`config.mk`:
```
export PLATFORM = sky130hd
export DESIGN_NAME = deqe_ctrl
export DESIGN_NICKNAME = d
export VERILOG_FILES = /design/src/hdl/deqe_pkg.sv /design/src/hdl/deqe_ctrl.sv
export SDC_FILE = /design/constraint.sdc
export NUM_CORES = 1
export LEC_CHECK = 0
export BUFFER_PORTS_ARGS = -buffer_cell sky130_fd_sc_hd__buf_2
export CAP_MARGIN = 20
export CORE_AREA = 2 2 39 41
export DETAILED_ROUTE_END_ITERATION = 7
export DIE_AREA = 0 0 41 43
export GPL_TIMING_DRIVEN = 0
export PLACE_DENSITY = 0.3
export SLEW_MARGIN = 5
export SYNTH_ARGS = -nofsm -noshare
export SYNTH_HDL_FRONTEND = slang
export SYNTH_SLANG_ARGS = --single-unit
```
`constraint.sdc`:
```
create_clock -name clk -period 1.09 [get_ports clk]
set_clock_uncertainty 0.1 [all_clocks]
set_input_delay 0.1635 -clock clk [delete_from_list [all_inputs] [get_ports clk]]
set_output_delay 0.1635 -clock clk [all_outputs]
set_load 0.005 [all_outputs]
```
`src/hdl/deqe_pkg.sv`:
```
// Shared types and constants for the double-ended queue engine.
// Holds the request and result word formats, request and status codes,
// the controller state type and the controller/datapath command structs.
package deqe_pkg;

  localparam int DEPTH_DEF = 128;
  localparam int WORD_W    = 32;
  localparam int REQ_W     = 3;
  localparam int STAT_W    = 2;
  localparam int OCC_W     = 8;

  localparam logic [REQ_W-1:0] REQ_PUSH_FRONT = 3'd0;
  localparam logic [REQ_W-1:0] REQ_PUSH_BACK  = 3'd1;
  localparam logic [REQ_W-1:0] REQ_POP_FRONT  = 3'd2;
  localparam logic [REQ_W-1:0] REQ_POP_BACK   = 3'd3;
  localparam logic [REQ_W-1:0] REQ_PEEK_FRONT = 3'd4;
  localparam logic [REQ_W-1:0] REQ_PEEK_BACK  = 3'd5;
  localparam logic [REQ_W-1:0] REQ_CLEAR      = 3'd6;

  localparam logic [STAT_W-1:0] ST_OK    = 2'd0;
  localparam logic [STAT_W-1:0] ST_EMPTY = 2'd1;
  localparam logic [STAT_W-1:0] ST_FULL  = 2'd2;

  typedef struct packed {
    logic [REQ_W-1:0]         req_type;
    logic signed [WORD_W-1:0] push_value;
  } deqe_req_t;

  typedef struct packed {
    logic [STAT_W-1:0]        status;
    logic signed [WORD_W-1:0] read_value;
    logic [OCC_W-1:0]         occupancy;
  } deqe_res_t;

  typedef enum logic [1:0] {
    S_IDLE,
    S_EXEC,
    S_LOAD
  } deqe_state_t;

  typedef struct packed {
    logic take;
    logic exec;
    logic load_out;
  } deqe_cmd_t;

  typedef struct packed {
    logic out_busy;
  } deqe_sts_t;

endpackage

```
`src/hdl/deqe_ctrl.sv`:
```
// Controller state machine for the double-ended queue engine.
// Uses deqe_pkg for the state type and the command and status structs.
module deqe_ctrl (
  input  logic               clk,
  input  logic               rst,
  input  logic               req_valid,
  output logic               req_stall,
  input  deqe_pkg::deqe_sts_t sts,
  output deqe_pkg::deqe_cmd_t cmd
);

  deqe_pkg::deqe_state_t state, state_next;

  always_ff @(posedge clk) begin
    if (rst) begin
      state <= deqe_pkg::S_IDLE;
    end else begin
      state <= state_next;
    end
  end

  always_comb begin
    state_next = state;
    case (state)
      deqe_pkg::S_IDLE: begin
        if (req_valid) begin
          state_next = deqe_pkg::S_EXEC;
        end
      end
      deqe_pkg::S_EXEC: begin
        state_next = deqe_pkg::S_LOAD;
      end
      deqe_pkg::S_LOAD: begin
        if (!sts.out_busy) begin
          state_next = deqe_pkg::S_IDLE;
        end
      end
      default: begin
        state_next = deqe_pkg::S_IDLE;
      end
    endcase
  end

  always_comb begin
    req_stall    = 1'b1;
    cmd.take     = 1'b0;
    cmd.exec     = 1'b0;
    cmd.load_out = 1'b0;
    case (state)
      deqe_pkg::S_IDLE: begin
        req_stall = 1'b0;
        cmd.take  = req_valid;
      end
      deqe_pkg::S_EXEC: begin
        cmd.exec = 1'b1;
      end
      deqe_pkg::S_LOAD: begin
        cmd.load_out = !sts.out_busy;
      end
      default: begin
        req_stall = 1'b1;
      end
    endcase
  end

endmodule

```
==> flow_summary.toml <==
[status]
status = "finished with violations"
violations = "setup timing"

[clock_tree]
clkTransAtPathRegs_ps = 30
insertion_delay_ps = 220
cts_tree = "built"
clock-root-buffer = "clkbuf_4"
cts.htree.levels = 1
clock_path_buffers = 2
cts_made_buffers = 3
cts_sinks = 2

[global_routing]
grt_pass1_wl_um = 462
grt_max_degree = 6
gr-total-overflow = 0
grt_usage_pct = 4.71
grt_pass1_vias = 130
antenna_found_initial = 0

[synth]
synthMuxAreaShare_pct = 0
synth-compound-area-share_pct = 4.76
synth_top_area_share_pct = 38.1
ys_types = 10
synth-seq-cells = 2
synth_xor_area_share_pct = 0
avgSynthCellArea_um2 = 9.55
ys_warn_count = 0
synth_area_um2 = 105
yosys.area_share.simple_pct = 46.4
synthCells = 11
synth_area_leaders = "dfxtp_1 (38%), nor3b_2 (12%), and2b_2 (8.3%)"
synth_fa_ha_area_share_pct = 0
synth_nets = 15
yosysTopAreaCell = "dfxtp_1"
synth_top_family_by_area = "simple AND/OR/NAND/NOR gates"
yosysSeqAreaShare_pct = 38.1

[power]
sw_frac_of_total_pct = 21.2
power_leakage_nw = 0.109
clockPowerShare_pct = 53.1
combPwrFrac_pct = 19.4
powerDensity_nw_per_um2 = 1330
p_seq_share_pct = 27.5
p_int_uw = 242
ir_drop_mv = 0.300
power_switching_uw = 65.1

[detailed_routing]
vias = 114
dr_wl_met3_um = 56
drtPass1Iterations = 2
drc_errors = 0
met2_length_um = 120
drtIter0Drc = 1
routed.top_layer = "met3"
met1_length_um = 117
wl_per_cell_um = 7.51
via_per_inst = 2.92
antenna_left = 0
routed_wl_um = 293

[sta]
period_share_pct = 107
relSlewSlack_pct = 89.5
finalMaxSlewViolations = 0
hold_violations = 0
tightest_slew_ps = 157
layout_setup_ws_ps = -81.2
clock.fmax_ghz = 0.854
grt_setup_unrepaired = "true"
setup_viol_count_final = 4
finalCriticalPeriod_ps = 1170

[place]
pre_cts_slack_ps = 40.1
gp_congestion = 0.540
port_buffers = 7
place_inst = 34
postPlaceCellArea_um2 = 160
hpwlAfterDp_um = 195

[die]
rows = 14
die_x_um = 41
die-height_um = 43
start_util_pct = 7.59
coreArea_um2 = 1380
die_area_um2 = 1760
boundaryPins = 8

[setup_path]
end_kind = "output pin"
cp_max_fo = 5
cp_data_required_time_ps = 830
critPathKind = "register to output pin"
crit_arrival_ps = 910
cp-start-kind = "register"

[cells_and_area]
final_nets = 29
regArea_um2 = 45.0
multi_input_area_um2 = 63.8
top_regs = "state x2"
diodes = 0
largest_reg_flops = 2
area_delta_synth_final_pct = 120
drive_gt1_share_pct = 82.6
fin_cells = 39
fillers = 157
top_register = "state"
final_area_um2 = 231

[run]
cap_viol_max_count = 0

[worst_hold_path]
hold_class = "input port to register"
[metal layers]
layer	GRT usage, %	vias to the layer above
met5	0	-
met2	4.69	8
met4	8.00	0
met1	4.15	46
met3	3.66	0
li1	-	60
[worst paths after layout]
check | start | to | slack (ps) | cells after the start
worst min register to register | state[1] | state[1] | 400 | 2
worst max register to register | state[0] | state[1] | 180 | 4
worst min-delay path | sts | state[1] | 120 | 3
worst max-delay path | state[0] | req_stall | -80 | 2
[layout by cell type, fill, tap and decap left out]
master / count
dlygate4sd3_1: 1
or2_4: 1
dfxtp_2: 1
nand3b_1: 1
clkbuf_4: 3
buf_2: 5
a21oi_1: 1
nand2b_4: 1
nor3b_1: 1
dfxtp_4: 1
nor3b_2: 1
buf_4: 1
and2b_2: 1
inv_2: 1
buf_6: 3
[critical path, cell delays in order, from the launching register on]
cell and delay [ps]:
dfxtp_4 350, or2_4 220, buf_6 110
[synth_stat cells]
library cell and count:
nor3b_1 1, a21oi_1 1, and2b_2 1, dfxtp_1 2, nor3b_2 1, inv_1 1, nand3b_1 1, or2_2 1
buf_4 1, nand2b_1 1
[metrics by stage]
step	total power, mW	hold WS [ps]	setup TNS (ps)	util [%]
floorplan	0.104	133	0	-
global placement	0.121	231	0	11.6
detailed placement	0.122	239	0	11.6
CTS	0.320	108	-335	16.5
global route	0.329	140	-401	16.7
finish	0.307	119	-257	16.7
[power groups by stage]
stage,logic (mW),registers (mW),clock network (mW)
floorplan,0.0202,0.0834,0
global placement,0.0370,0.0841,0
detailed placement,0.0373,0.0846,0
CTS,0.0584,0.0839,0.177
global route,0.0653,0.0852,0.178
finish,0.0596,0.0844,0.163
[cell families (layout without fill, tap and decap cells)]
group,count (synthesis),count (layout)
AOI/OAI and AO/OA,1,1
and+or+nand+nor,6,6
buffers and inverters,2,14
DFF,2,2
[what timing repair did]
| action | in CTS | in global routing |
|---|---|---|
| resized for setup | 8 | 1 |
| pin swaps | 2 | 0 |
| buffers inserted | 2 | 0 |
| hold buffers | 1 | 0 |
| hold endpoints to repair | 1 | 0 |
| endpoints found under the setup margin | 4 | 4 |
[layout make-up]
class                      instances  area share [%]
multi-input combinational          7            27.6
inverter                           1            1.62
sequential                         2            19.5
clock buffer                       3            9.73
tap                               16            8.65
timing repair buffer              10            33.0
(Power assumes the default switching activity.)
